**config.mk**
```make
export PLATFORM = sky130hd
export DESIGN_NAME = pid_controller_saturating_core
export DESIGN_NICKNAME = d
export VERILOG_FILES = /design/src/rtl/core/pcs_pkg.sv /design/src/rtl/core/pcs_csr.sv /design/src/rtl/core/pcs_div.sv /design/src/rtl/core/pid_controller_saturating_core.sv
export SDC_FILE = /design/constraint.sdc
export NUM_CORES = 2
export LEC_CHECK = 0
export CAP_MARGIN = 20
export CELL_PAD_IN_SITES_DETAIL_PLACEMENT = 2
export CELL_PAD_IN_SITES_GLOBAL_PLACEMENT = 2
export CORE_UTILIZATION = 42
export CTS_CLUSTER_DIAMETER = 200
export DETAILED_ROUTE_END_ITERATION = 16
export DONT_BUFFER_PORTS = 1
export PLACE_DENSITY = 0.93
export SKIP_LAST_GASP = 1
export SLEW_MARGIN = 20
export SYNTH_ARGS = -nofsm -noshare
export SYNTH_HDL_FRONTEND = slang
export SYNTH_SLANG_ARGS = --single-unit
```
**constraint.sdc**
```tcl
create_clock -name clock -period 14.8 [get_ports clock]
set_input_delay 1.48 -clock clock [delete_from_list [all_inputs] [get_ports clock]]
set_output_delay 1.48 -clock clock [all_outputs]
set_load 0.03 [all_outputs]
```
**src/rtl/core/pcs_pkg.sv**
```systemverilog
// Shared types, constants and register codes of the saturating PID controller.
package pcs_pkg;

   localparam int DATA_W     = 16;
   localparam int ACC_W      = 48;
   localparam int GAIN_W     = 24;
   localparam int TIME_W     = 16;
   localparam int MUL_W      = 24;
   localparam int MUL_P_W    = 2 * MUL_W;
   localparam int PROD_W     = 3 * MUL_W;
   localparam int Q_SHIFT    = 12;
   localparam int DIV_NUM_W  = PROD_W - Q_SHIFT;
   localparam int DIV_DEN_W  = 20;
   localparam int DIV_STEPS  = DIV_NUM_W / 2;
   localparam int DIV_CNT_W  = $clog2(DIV_STEPS);
   localparam int SUM_W      = 62;
   localparam int CSR_IDX_W  = 3;
   localparam int CSR_DATA_W = GAIN_W;

   localparam int unsigned US_PER_S = 1000000;

   localparam logic signed [DATA_W-1:0] DATA_MAX = {1'b0, {(DATA_W-1){1'b1}}};
   localparam logic signed [DATA_W-1:0] DATA_MIN = {1'b1, {(DATA_W-1){1'b0}}};
   localparam logic signed [ACC_W-1:0]  ACC_MAX  = {1'b0, {(ACC_W-1){1'b1}}};
   localparam logic signed [ACC_W-1:0]  ACC_MIN  = {1'b1, {(ACC_W-1){1'b0}}};

   localparam logic signed [GAIN_W-1:0] GAIN_P_RESET     = 24'sd10240;
   localparam logic signed [GAIN_W-1:0] GAIN_I_RESET     = 24'sd102400;
   localparam logic signed [GAIN_W-1:0] GAIN_D_RESET     = 24'sd61;
   localparam logic                     CLAMP_EN_RESET   = 1'b1;
   localparam logic signed [DATA_W-1:0] LIMIT_LOW_RESET  = -16'sd4096;
   localparam logic signed [DATA_W-1:0] LIMIT_HIGH_RESET = 16'sd4096;

   typedef enum logic [CSR_IDX_W-1:0] {
      CSR_GAIN_P     = 3'd0,
      CSR_GAIN_I     = 3'd1,
      CSR_GAIN_D     = 3'd2,
      CSR_CLAMP_EN   = 3'd3,
      CSR_LIMIT_LOW  = 3'd4,
      CSR_LIMIT_HIGH = 3'd5
   } csr_index_type;

   typedef struct packed {
      logic signed [GAIN_W-1:0] gain_p;
      logic signed [GAIN_W-1:0] gain_i;
      logic signed [GAIN_W-1:0] gain_d;
      logic                     clamp_enable;
      logic signed [DATA_W-1:0] limit_low;
      logic signed [DATA_W-1:0] limit_high;
   } cfg_type;

   typedef struct packed {
      logic                 start;
      logic [DIV_NUM_W-1:0] dividend;
      logic [DIV_DEN_W-1:0] divisor;
   } div_req_type;

   typedef struct packed {
      logic                 done;
      logic [DIV_NUM_W-1:0] quotient;
   } div_rsp_type;

   typedef enum logic [3:0] {
      S_IDLE,
      S_INC,
      S_P,
      S_I0,
      S_I1,
      S_D0,
      S_DIV_I,
      S_WAIT_I,
      S_D1,
      S_D2,
      S_D3,
      S_DIV_D,
      S_WAIT_D,
      S_OUT
   } seq_state_type;

endpackage

```
**src/rtl/core/pcs_csr.sv**
```systemverilog
// Configuration register file of the saturating PID controller.
module pcs_csr (
   input  logic                               clock,
   input  logic                               reset,
   input  logic                               csr_write_enable,
   input  logic [pcs_pkg::CSR_IDX_W-1:0]      csr_index,
   input  logic [pcs_pkg::CSR_DATA_W-1:0]     csr_write_data,
   output pcs_pkg::cfg_type                   cfg
);

   pcs_pkg::cfg_type cfg_ff;
   pcs_pkg::cfg_type cfg_in;

   always_comb begin
      cfg_in = cfg_ff;
      if (csr_write_enable) begin
         case (csr_index)
            pcs_pkg::CSR_GAIN_P: begin
               cfg_in.gain_p = pcs_pkg::GAIN_W'(csr_write_data);
            end
            pcs_pkg::CSR_GAIN_I: begin
               cfg_in.gain_i = pcs_pkg::GAIN_W'(csr_write_data);
            end
            pcs_pkg::CSR_GAIN_D: begin
               cfg_in.gain_d = pcs_pkg::GAIN_W'(csr_write_data);
            end
            pcs_pkg::CSR_CLAMP_EN: begin
               cfg_in.clamp_enable = csr_write_data[0];
            end
            pcs_pkg::CSR_LIMIT_LOW: begin
               cfg_in.limit_low = csr_write_data[pcs_pkg::DATA_W-1:0];
            end
            pcs_pkg::CSR_LIMIT_HIGH: begin
               cfg_in.limit_high = csr_write_data[pcs_pkg::DATA_W-1:0];
            end
            default: begin
               cfg_in = cfg_ff;
            end
         endcase
      end
   end

   always_ff @(posedge clock) begin
      if (reset) begin
         cfg_ff.gain_p       <= pcs_pkg::GAIN_P_RESET;
         cfg_ff.gain_i       <= pcs_pkg::GAIN_I_RESET;
         cfg_ff.gain_d       <= pcs_pkg::GAIN_D_RESET;
         cfg_ff.clamp_enable <= pcs_pkg::CLAMP_EN_RESET;
         cfg_ff.limit_low    <= pcs_pkg::LIMIT_LOW_RESET;
         cfg_ff.limit_high   <= pcs_pkg::LIMIT_HIGH_RESET;
      end else begin
         cfg_ff <= cfg_in;
      end
   end

   assign cfg = cfg_ff;

endmodule

```
**src/rtl/core/pcs_div.sv**
```systemverilog
// Iterative unsigned restoring divider, two quotient bits per cycle.
module pcs_div (
   input  logic                  clock,
   input  logic                  reset,
   input  pcs_pkg::div_req_type  div_req,
   output pcs_pkg::div_rsp_type  div_rsp
);

   logic                              busy_ff, busy_in;
   logic                              done_ff, done_in;
   logic [pcs_pkg::DIV_CNT_W-1:0]     cnt_ff, cnt_in;
   logic [pcs_pkg::DIV_NUM_W-1:0]     quo_ff, quo_in;
   logic [pcs_pkg::DIV_DEN_W-1:0]     rem_ff, rem_in;
   logic [pcs_pkg::DIV_DEN_W-1:0]     den_ff, den_in;

   logic [pcs_pkg::DIV_DEN_W:0]       r1, r2, diff1, diff2;
   logic [pcs_pkg::DIV_DEN_W-1:0]     rem1, rem2;
   logic                              b1, b2;

   always_comb begin
      r1    = {rem_ff, quo_ff[pcs_pkg::DIV_NUM_W-1]};
      diff1 = r1 - {1'b0, den_ff};
      b1    = (r1 >= {1'b0, den_ff});
      rem1  = b1 ? diff1[pcs_pkg::DIV_DEN_W-1:0] : r1[pcs_pkg::DIV_DEN_W-1:0];
      r2    = {rem1, quo_ff[pcs_pkg::DIV_NUM_W-2]};
      diff2 = r2 - {1'b0, den_ff};
      b2    = (r2 >= {1'b0, den_ff});
      rem2  = b2 ? diff2[pcs_pkg::DIV_DEN_W-1:0] : r2[pcs_pkg::DIV_DEN_W-1:0];
   end

   always_comb begin
      busy_in = busy_ff;
      done_in = 1'b0;
      cnt_in  = cnt_ff;
      quo_in  = quo_ff;
      rem_in  = rem_ff;
      den_in  = den_ff;
      if (div_req.start) begin
         busy_in = 1'b1;
         cnt_in  = pcs_pkg::DIV_CNT_W'(pcs_pkg::DIV_STEPS - 1);
         quo_in  = div_req.dividend;
         rem_in  = '0;
         den_in  = div_req.divisor;
      end else if (busy_ff) begin
         quo_in = {quo_ff[pcs_pkg::DIV_NUM_W-3:0], b1, b2};
         rem_in = rem2;
         cnt_in = cnt_ff - 1'b1;
         if (cnt_ff == '0) begin
            busy_in = 1'b0;
            done_in = 1'b1;
         end
      end
   end

   always_ff @(posedge clock) begin
      if (reset) begin
         busy_ff <= 1'b0;
         done_ff <= 1'b0;
      end else begin
         busy_ff <= busy_in;
         done_ff <= done_in;
      end
      cnt_ff <= cnt_in;
      quo_ff <= quo_in;
      rem_ff <= rem_in;
      den_ff <= den_in;
   end

   assign div_rsp.done     = done_ff;
   assign div_rsp.quotient = quo_ff;

endmodule

```
**src/rtl/core/pid_controller_saturating_core.sv**
```systemverilog
// Top level of the saturating PID controller: sequencer, shared multiplier and output stage.
//
//   channel  direction  handshake                    payload
//   req      in         req_valid / req_ready        req_error_value, req_elapsed_us
//   rsp      out        rsp_valid / rsp_ready        rsp_drive, rsp_clamped
//   csr      in         csr_write_enable             csr_index, csr_write_data
//
// A transaction runs from acceptance to a loaded result through two 30-step passes through
// the shared divider (I term, then D term), each ending with a done pulse, and the steps
// of the shared 24x24 multiplier. With zero elapsed time the D pass is skipped. req_ready
// is high only in the idle state, so a new transaction is accepted only after the result
// of the last one has loaded into the output register.
// A result waits in the output register while the next transaction is accepted; the
// second result holds in the sequencer until rsp is taken.
// Reset is synchronous: it clears the integral and the last error and loads the register
// defaults.
module pid_controller_saturating_core (
   input  logic                                 clock,
   input  logic                                 reset,
   input  logic                                 req_valid,
   output logic                                 req_ready,
   input  logic signed [pcs_pkg::DATA_W-1:0]    req_error_value,
   input  logic [pcs_pkg::TIME_W-1:0]           req_elapsed_us,
   output logic                                 rsp_valid,
   input  logic                                 rsp_ready,
   output logic signed [pcs_pkg::DATA_W-1:0]    rsp_drive,
   output logic                                 rsp_clamped,
   input  logic                                 csr_write_enable,
   input  logic [pcs_pkg::CSR_IDX_W-1:0]        csr_index,
   input  logic [pcs_pkg::CSR_DATA_W-1:0]       csr_write_data
);

   pcs_pkg::cfg_type        cfg;
   pcs_pkg::div_req_type    div_req;
   pcs_pkg::div_rsp_type    div_rsp;

   pcs_pkg::seq_state_type  state_ff, state_in;

   logic signed [pcs_pkg::ACC_W-1:0]   integral_ff, integral_in;
   logic signed [pcs_pkg::DATA_W-1:0]  last_error_ff, last_error_in;
   logic [pcs_pkg::DATA_W-1:0]         e_mag_ff, e_mag_in;
   logic                               e_neg_ff, e_neg_in;
   logic [pcs_pkg::DATA_W-1:0]         diff_mag_ff, diff_mag_in;
   logic                               diff_neg_ff, diff_neg_in;
   logic [pcs_pkg::TIME_W-1:0]         t_ff, t_in;
   logic [pcs_pkg::MUL_P_W-1:0]        mul_ff, mul_in;
   logic [pcs_pkg::PROD_W-1:0]         prod_ff, prod_in;
   logic [pcs_pkg::MUL_P_W-1:0]        dprod_ff, dprod_in;
   logic signed [pcs_pkg::SUM_W-1:0]   sum_ff, sum_in;
   logic                               rsp_valid_ff, rsp_valid_in;
   logic signed [pcs_pkg::DATA_W-1:0]  rsp_drive_ff, rsp_drive_in;
   logic                               rsp_clamped_ff, rsp_clamped_in;

   logic [pcs_pkg::MUL_W-1:0]          mul_a, mul_b;
   logic [pcs_pkg::MUL_W-1:0]          gp_mag, gi_mag, gd_mag;
   logic [pcs_pkg::ACC_W-1:0]          acc_mag;
   logic                               p_neg, i_neg, d_neg;
   logic                               req_accept, out_load;
   logic signed [pcs_pkg::DATA_W:0]    e_ext, diff_ext;
   logic signed [pcs_pkg::ACC_W:0]     acc_sum;
   logic [pcs_pkg::ACC_W:0]            inc_ext;
   logic [pcs_pkg::SUM_W-1:0]          term_mag;
   logic signed [pcs_pkg::SUM_W-1:0]   res;

   pcs_csr u_csr (
      .clock            (clock),
      .reset            (reset),
      .csr_write_enable (csr_write_enable),
      .csr_index        (csr_index),
      .csr_write_data   (csr_write_data),
      .cfg              (cfg)
   );

   pcs_div u_div (
      .clock   (clock),
      .reset   (reset),
      .div_req (div_req),
      .div_rsp (div_rsp)
   );

   assign gp_mag  = cfg.gain_p[pcs_pkg::GAIN_W-1] ? pcs_pkg::MUL_W'(-cfg.gain_p)
                                                   : pcs_pkg::MUL_W'(cfg.gain_p);
   assign gi_mag  = cfg.gain_i[pcs_pkg::GAIN_W-1] ? pcs_pkg::MUL_W'(-cfg.gain_i)
                                                   : pcs_pkg::MUL_W'(cfg.gain_i);
   assign gd_mag  = cfg.gain_d[pcs_pkg::GAIN_W-1] ? pcs_pkg::MUL_W'(-cfg.gain_d)
                                                   : pcs_pkg::MUL_W'(cfg.gain_d);
   assign acc_mag = integral_ff[pcs_pkg::ACC_W-1] ? pcs_pkg::ACC_W'(-integral_ff)
                                                   : pcs_pkg::ACC_W'(integral_ff);

   assign p_neg = cfg.gain_p[pcs_pkg::GAIN_W-1] ^ e_neg_ff;
   assign i_neg = cfg.gain_i[pcs_pkg::GAIN_W-1] ^ integral_ff[pcs_pkg::ACC_W-1];
   assign d_neg = cfg.gain_d[pcs_pkg::GAIN_W-1] ^ diff_neg_ff;

   assign req_ready  = (state_ff == pcs_pkg::S_IDLE);
   assign req_accept = req_valid && req_ready;
   assign out_load   = (state_ff == pcs_pkg::S_OUT) && (!rsp_valid_ff || rsp_ready);

   always_comb begin
      state_in = state_ff;
      case (state_ff)
         pcs_pkg::S_IDLE: begin
            if (req_valid) begin
               state_in = pcs_pkg::S_INC;
            end
         end
         pcs_pkg::S_INC:   state_in = pcs_pkg::S_P;
         pcs_pkg::S_P:     state_in = pcs_pkg::S_I0;
         pcs_pkg::S_I0:    state_in = pcs_pkg::S_I1;
         pcs_pkg::S_I1:    state_in = pcs_pkg::S_D0;
         pcs_pkg::S_D0:    state_in = pcs_pkg::S_DIV_I;
         pcs_pkg::S_DIV_I: state_in = pcs_pkg::S_WAIT_I;
         pcs_pkg::S_WAIT_I: begin
            if (div_rsp.done) begin
               state_in = pcs_pkg::S_D1;
            end
         end
         pcs_pkg::S_D1:    state_in = pcs_pkg::S_D2;
         pcs_pkg::S_D2:    state_in = pcs_pkg::S_D3;
         pcs_pkg::S_D3:    state_in = pcs_pkg::S_DIV_D;
         pcs_pkg::S_DIV_D: begin
            if (t_ff == '0) begin
               state_in = pcs_pkg::S_OUT;
            end else begin
               state_in = pcs_pkg::S_WAIT_D;
            end
         end
         pcs_pkg::S_WAIT_D: begin
            if (div_rsp.done) begin
               state_in = pcs_pkg::S_OUT;
            end
         end
         pcs_pkg::S_OUT: begin
            if (!rsp_valid_ff || rsp_ready) begin
               state_in = pcs_pkg::S_IDLE;
            end
         end
         default: state_in = pcs_pkg::S_IDLE;
      endcase
   end

   always_comb begin
      integral_in   = integral_ff;
      last_error_in = last_error_ff;
      e_mag_in      = e_mag_ff;
      e_neg_in      = e_neg_ff;
      diff_mag_in   = diff_mag_ff;
      diff_neg_in   = diff_neg_ff;
      t_in          = t_ff;
      prod_in       = prod_ff;
      dprod_in      = dprod_ff;
      sum_in        = sum_ff;
      mul_a         = '0;
      mul_b         = '0;
      div_req       = '0;
      term_mag      = '0;
      e_ext         = {req_error_value[pcs_pkg::DATA_W-1], req_error_value};
      diff_ext      = e_ext - {last_error_ff[pcs_pkg::DATA_W-1], last_error_ff};
      inc_ext       = {{(pcs_pkg::ACC_W + 1 - 32){1'b0}}, mul_ff[31:0]};
      if (e_neg_ff) begin
         inc_ext = -inc_ext;
      end
      acc_sum = {integral_ff[pcs_pkg::ACC_W-1], integral_ff} + $signed(inc_ext);

      case (state_ff)
         pcs_pkg::S_IDLE: begin
            if (req_accept) begin
               e_neg_in      = req_error_value[pcs_pkg::DATA_W-1];
               e_mag_in      = e_neg_in ? pcs_pkg::DATA_W'(-e_ext)
                                        : pcs_pkg::DATA_W'(e_ext);
               diff_neg_in   = diff_ext[pcs_pkg::DATA_W];
               diff_mag_in   = diff_neg_in ? pcs_pkg::DATA_W'(-diff_ext)
                                           : pcs_pkg::DATA_W'(diff_ext);
               t_in          = req_elapsed_us;
               last_error_in = req_error_value;
            end
         end
         pcs_pkg::S_INC: begin
            mul_a = pcs_pkg::MUL_W'(e_mag_ff);
            mul_b = pcs_pkg::MUL_W'(t_ff);
         end
         pcs_pkg::S_P: begin
            mul_a = gp_mag;
            mul_b = pcs_pkg::MUL_W'(e_mag_ff);
            if (acc_sum[pcs_pkg::ACC_W] != acc_sum[pcs_pkg::ACC_W-1]) begin
               integral_in = acc_sum[pcs_pkg::ACC_W] ? pcs_pkg::ACC_MIN : pcs_pkg::ACC_MAX;
            end else begin
               integral_in = acc_sum[pcs_pkg::ACC_W-1:0];
            end
         end
         pcs_pkg::S_I0: begin
            mul_a    = gi_mag;
            mul_b    = acc_mag[pcs_pkg::MUL_W-1:0];
            term_mag = pcs_pkg::SUM_W'(mul_ff[pcs_pkg::MUL_P_W-1:pcs_pkg::Q_SHIFT]);
            sum_in   = p_neg ? -term_mag : term_mag;
         end
         pcs_pkg::S_I1: begin
            mul_a   = gi_mag;
            mul_b   = acc_mag[pcs_pkg::ACC_W-1:pcs_pkg::MUL_W];
            prod_in = pcs_pkg::PROD_W'(mul_ff);
         end
         pcs_pkg::S_D0: begin
            mul_a   = gd_mag;
            mul_b   = pcs_pkg::MUL_W'(diff_mag_ff);
            prod_in = prod_ff + {mul_ff, {pcs_pkg::MUL_W{1'b0}}};
         end
         pcs_pkg::S_DIV_I: begin
            dprod_in         = mul_ff;
            div_req.start    = 1'b1;
            div_req.dividend = prod_ff[pcs_pkg::PROD_W-1:pcs_pkg::Q_SHIFT];
            div_req.divisor  = pcs_pkg::DIV_DEN_W'(pcs_pkg::US_PER_S);
         end
         pcs_pkg::S_WAIT_I: begin
            if (div_rsp.done) begin
               term_mag = pcs_pkg::SUM_W'(div_rsp.quotient);
               sum_in   = sum_ff + (i_neg ? -term_mag : term_mag);
            end
         end
         pcs_pkg::S_D1: begin
            mul_a = dprod_ff[pcs_pkg::MUL_W-1:0];
            mul_b = pcs_pkg::MUL_W'(pcs_pkg::US_PER_S);
         end
         pcs_pkg::S_D2: begin
            mul_a   = dprod_ff[pcs_pkg::MUL_P_W-1:pcs_pkg::MUL_W];
            mul_b   = pcs_pkg::MUL_W'(pcs_pkg::US_PER_S);
            prod_in = pcs_pkg::PROD_W'(mul_ff);
         end
         pcs_pkg::S_D3: begin
            prod_in = prod_ff + {mul_ff, {pcs_pkg::MUL_W{1'b0}}};
         end
         pcs_pkg::S_DIV_D: begin
            if (t_ff != '0) begin
               div_req.start    = 1'b1;
               div_req.dividend = prod_ff[pcs_pkg::PROD_W-1:pcs_pkg::Q_SHIFT];
               div_req.divisor  = pcs_pkg::DIV_DEN_W'(t_ff);
            end
         end
         pcs_pkg::S_WAIT_D: begin
            if (div_rsp.done) begin
               term_mag = pcs_pkg::SUM_W'(div_rsp.quotient);
               sum_in   = sum_ff + (d_neg ? -term_mag : term_mag);
            end
         end
         default: begin
            sum_in = sum_ff;
         end
      endcase
      mul_in = mul_a * mul_b;
   end

   always_comb begin
      res = sum_ff;
      if (cfg.clamp_enable) begin
         if (res > pcs_pkg::SUM_W'(cfg.limit_high)) begin
            res = pcs_pkg::SUM_W'(cfg.limit_high);
         end
         if (res < pcs_pkg::SUM_W'(cfg.limit_low)) begin
            res = pcs_pkg::SUM_W'(cfg.limit_low);
         end
      end
      if (res > pcs_pkg::SUM_W'(pcs_pkg::DATA_MAX)) begin
         res = pcs_pkg::SUM_W'(pcs_pkg::DATA_MAX);
      end
      if (res < pcs_pkg::SUM_W'(pcs_pkg::DATA_MIN)) begin
         res = pcs_pkg::SUM_W'(pcs_pkg::DATA_MIN);
      end
      rsp_drive_in   = rsp_drive_ff;
      rsp_clamped_in = rsp_clamped_ff;
      rsp_valid_in   = rsp_valid_ff && !rsp_ready;
      if (out_load) begin
         rsp_drive_in   = res[pcs_pkg::DATA_W-1:0];
         rsp_clamped_in = (res != sum_ff);
         rsp_valid_in   = 1'b1;
      end
   end

   always_ff @(posedge clock) begin
      if (reset) begin
         state_ff      <= pcs_pkg::S_IDLE;
         rsp_valid_ff  <= 1'b0;
         integral_ff   <= '0;
         last_error_ff <= '0;
      end else begin
         state_ff      <= state_in;
         rsp_valid_ff  <= rsp_valid_in;
         integral_ff   <= integral_in;
         last_error_ff <= last_error_in;
      end
      e_mag_ff       <= e_mag_in;
      e_neg_ff       <= e_neg_in;
      diff_mag_ff    <= diff_mag_in;
      diff_neg_ff    <= diff_neg_in;
      t_ff           <= t_in;
      mul_ff         <= mul_in;
      prod_ff        <= prod_in;
      dprod_ff       <= dprod_in;
      sum_ff         <= sum_in;
      rsp_drive_ff   <= rsp_drive_in;
      rsp_clamped_ff <= rsp_clamped_in;
   end

   assign rsp_valid   = rsp_valid_ff;
   assign rsp_drive   = rsp_drive_ff;
   assign rsp_clamped = rsp_clamped_ff;

endmodule
```
==> results of run 1 <==
==> cell usage after synthesis, types with 32 or more instances <==
library cell	instances	share of area
a211oi_1	37	0.0046
a21o_1	119	0.015
a21oi_1	446	0.037
a31oi_1	40	0.0041
and2_1	104	0.011
and3_1	34	0.0035
clkbuf_1	282	0.018
dfxtp_1	249	0.083
edfxtp_1	314	0.16
fa_1	488	0.16
ha_1	520	0.11
inv_1	715	0.045
mux2i_1	33	0.0055
nand2_1	1257	0.078
nand2b_1	82	0.0085
nand3_1	110	0.0091
nand4_1	57	0.0059
nor2_1	391	0.024
nor2b_1	80	0.0083
nor3_1	97	0.0081
nor4_1	52	0.0054
o21a_1	33	0.0041
o21ai_0	356	0.030
o21bai_1	32	0.0040
o22ai_1	61	0.0063
o31ai_1	72	0.0090
or3_1	51	0.0053
or4_1	35	0.0044
xnor2_1	290	0.042
xor2_1	201	0.029
==> logic make-up after synthesis <==
| group | count (synthesis) | synth area share |
|---|---|---|
| multiplexers | 51 | 0.00884 |
| buffers and inverters | 1035 | 0.0651 |
| flip-flops | 563 | 0.239 |
| AO/OA/AOI/OAI | 1523 | 0.162 |
| adder cells (fa/ha/maj) | 1012 | 0.271 |
| XOR/XNOR | 491 | 0.0713 |
| AND/OR/NAND/NOR | 2433 | 0.184 |
==> routing by layer <==
metal	GRT overflow	GRT usage
met5	4	0.342
met4	7	0.622
met3	4	0.475
met2	7	0.805
met1	1	0.605
==> timing repair <==
action,4_1_cts
hold endpoints to repair,0
gates resized for setup,2
setup endpoints to repair,1
pin swaps,0
==> stage by stage <==
stage	utilization	worst slack, ns	cell area [sq um]
floorplan	-	3.32	60300
global placement	0.443	1.81	62900
detailed placement	0.443	0.716	62900
CTS	0.460	0.133	65300
==> results.ini, run 1 <==
[clocking]
numCtsBuffers = 72
clockBufferDepth = 3
ctsRootBufferMaster = clkbuf_16
holdBufCountCts = 0
cts_setup_buffers = 0
h-tree-depth = 3
numClockSinks = 563

[synth]
yosys_most_used_dff = edfxtp_1
synth.distinct_cells = 102
syn_nets = 8180
async_flop_share = 0
syn_inst = 7108
yosysWarnings = 0
avgSynthCellArea_sq_um = 8.48
ys_ff_latch = 563
netlist_area_sq_mm = 0.0603
synth_edf_count = 314
ys_seq_area_frac = 0.239

[status]
stop_error = [ERROR GRT-0116] Global routing finished with congestion. Check the congestion regions in the DRC Viewer.
outcome = aborted with a tool error
failed_stage = global routing

[place]
place_congestion = 0.979
place_hpwl_microns = 234000
place_inst = 8831
port_buffers = 0

[global_routing]
grt.total_usage = 0.629
grt_pass1_vias = 78800
overflow = 23
grt_max_degree = 135
grt_pass1_wl_microns = 643000

[floorplanning]
rows = 138
fp.dieH_microns = 381
initial_core_util = 0.425
num_io_pins = 83
die_w_microns = 381

==> run 2, diff against run 1 <==
- CELL_PAD_IN_SITES_DETAIL_PLACEMENT: 2 -> default
- CELL_PAD_IN_SITES_GLOBAL_PLACEMENT: 2 -> default
- CORE_UTILIZATION: 42 -> 34
- CTS_CLUSTER_DIAMETER: 200 -> default
- PLACE_DENSITY: 0.93 -> default
- PLACE_DENSITY_LB_ADDON: default -> 0.15
==> run 2 against run 1 <==
Against the previous run: synthesized area unchanged; the flow now finishes without violations; synthesized cell count stayed put.
==> results.ini, run 2 <==
[status]
outcome = finished, final reports clean

[clocking]
holdBufCountCts = 0
cts_resized = 0
numCtsBuffers = 72
cts_tree = yes
clockBufferDepth = 3
numClockSinks = 563
h-tree-depth = 3
clk_pin_slew_worst_paths_ns = 0.06
insertion_delay_ns = 0.70
ctsRootBufferMaster = clkbuf_16
cts_setup_buffers = 0

[synth]
muxShareOfSynthArea = 0.00884
synth_top_area_frac = 0.162
yosysWarnings = 0
avgSynthCellArea_sq_um = 8.48
syn_inst = 7108
async_flop_share = 0
synth_edf_count = 314
yosys_most_used_dff = edfxtp_1
synth.distinct_cells = 102
yosys.area_share.simple = 0.184
netlist_area_sq_mm = 0.0603
yosys-top-cells-area = fa_1 16%, edfxtp_1 16%, ha_1 11%
yosysTopAreaCell = fa_1
ys_ff_latch = 563
yosys-top-cells-count = 1257 x nand2_1, 715 x inv_1, 520 x ha_1, 488 x fa_1, 446 x a21oi_1
synth.most_common_cell = nand2_1
synth_top_family_by_area = adder cells
syn_nets = 8180
synth-compound-area-share = 0.162
synth_xor_area_frac = 0.0713
ys_seq_area_frac = 0.239
synthAdderAreaFrac = 0.271

[power]
p_sw_frac = 0.435
p_seq_frac = 0.272
power_per_cell_area_mw_per_mm2 = 117
leakagePower_uw = 0.0286
pwr-share-comb = 0.488
p_switching_uw = 3370
internal_power_uw = 4370
clock_power_share = 0.241
vdd_drop_max_mv = 0.0778
p_total_uw = 7740

[global_routing]
overflow = 0
antenna_found_initial = 8
grt_pass1_vias = 51000
grt_max_degree = 135
grt_pass1_wl_microns = 324000
grt.total_usage = 0.236

[drt]
vias = 51000
route.final.wire_length_microns = 214000
drcViolationCount = 0
ant_nets = 0
drt_iter0_drc = 4007
wl_per_cell_microns = 22.8
vias_per_cell = 5.43
firstDrtPassIters = 9

[layout]
nNetsFinal = 8075
syn2layout_area_growth_pct = 9.33
final_area_sq_mm = 0.0659
multi_input_area_sq_mm = 0.0424
mostFrequentLayoutCell = nand2_1
layout-drive-gt1-share = 0.0545
final_cell_mix = 1256 x nand2_1, 712 x inv_1, 520 x ha_1, 488 x fa_1, 444 x a21oi_1
regArea_sq_mm = 0.0144
largest_register_ffs = 105
fill_cells = 18200

[timing]
rsz0062_at_grt = false
final_max_slew_viol_count = 0
min_period_ns = 13.04
finClkSkew_ns = 0.0336
setup_viol = 0
fmax_mhz = 76.7
worst_slack_ns = 1.76
final.setup.tns_ns = 0
finalHoldViolCount = 0
tightest_slew_ns = 1.14
period_share = 0.881
slew_headroom = 0.232

[critical_path]
crit_type = reg -> reg
crit_path_max_incr_delay_ns = 0.85
arrival_ns = 13.65
path_delay_family = simple AND/OR/NAND/NOR gates
cp_common_cell = fa_1
crit_required_ns = 15.41
crit_path_top_delay_cell = a31oi_4
crit_fanout = 24
cp-end-kind = flop
path_buf_inv = 4
setup.worst_path.start_class = flop

[floorplanning]
initial_core_util = 0.342
fp.dieH_microns = 423
dieArea_sq_mm = 0.179
core_area_sq_mm = 0.176
rows = 154
num_io_pins = 83
die_w_microns = 423

[place]
place_congestion = 0.948
place_area_sq_mm = 0.0634
port_buffers = 0
place_hpwl_microns = 166000
post-place-ws_ns = 1.71

[worst_hold_path]
hp-class = reg -> reg

[flow_run]
drv_cap = 0

## run 2: area by class of cell
| type | count | share of cell area |
|---|---|---|
| inverters | 719 | 0.0409 |
| repair buffers | 137 | 0.0159 |
| flip-flops and latches | 563 | 0.219 |
| well taps | 2340 | 0.0444 |
| clock buffers | 88 | 0.0292 |
| diodes | 7 | 0.000266 |
| clock inverters | 44 | 0.00793 |
| multi-input cells | 5510 | 0.643 |
## run 2: kinds of logic after synthesis
group	count (synthesis)
compound gates	1523
xor+xnor	491
fa+ha+maj	1012
buf+inv	1035
flops	563
mux	51
simple gates	2433
## run 2: worst min-delay path: cells and delay by family (launching register included)
kind	cells	cell delay [ns]
flip-flops	1	0.31
AO/OA/AOI/OAI	1	0.05
AND/OR/NAND/NOR	1	0.05
## run 2: per-stage QoR
stage	hold slack, ns	cells	util
floorplan	0.427	7108	-
global placement	0.441	9268	0.360
detailed placement	0.443	9268	0.360
CTS	0.452	9400	0.374
global route	0.463	9405	0.374
finish	0.451	9408	0.374
## run 2: power by group through the flow
stage               clock network [uW]  registers, uW  logic [uW]
floorplan                            0           2000        2710
global placement                     0           2130        3730
detailed placement                   0           2130        3740
CTS                               1910           2100        3770
global route                      1970           2110        4180
finish                            1860           2100        3770
## run 2: path summary, 6_finish.rpt
check	from	end	slack [ns]	cells after the start
max	integral_ff[2]$_SDFFE_PP0P_	mul_ff[46]$_DFF_P_	1.76	40
min	u_csr.cfg[14]$_SDFFE_PP0P_	u_csr.cfg[14]$_SDFFE_PP0P_	0.45	2
max reg2reg	integral_ff[2]$_SDFFE_PP0P_	mul_ff[46]$_DFF_P_	1.76	40
min reg2reg	u_csr.cfg[14]$_SDFFE_PP0P_	u_csr.cfg[14]$_SDFFE_PP0P_	0.45	2
## run 2: routing by layer
metal | track usage | up-vias | routed length [microns]
met5 | 0 | - | 15
met4 | 0.0791 | 2 | 6870
met3 | 0.0223 | 288 | 9790
met2 | 0.403 | 1329 | 103000
met1 | 0.312 | 25300 | 94400
li1 | - | 24100 | -
Power figures use the tool's default switching activity.
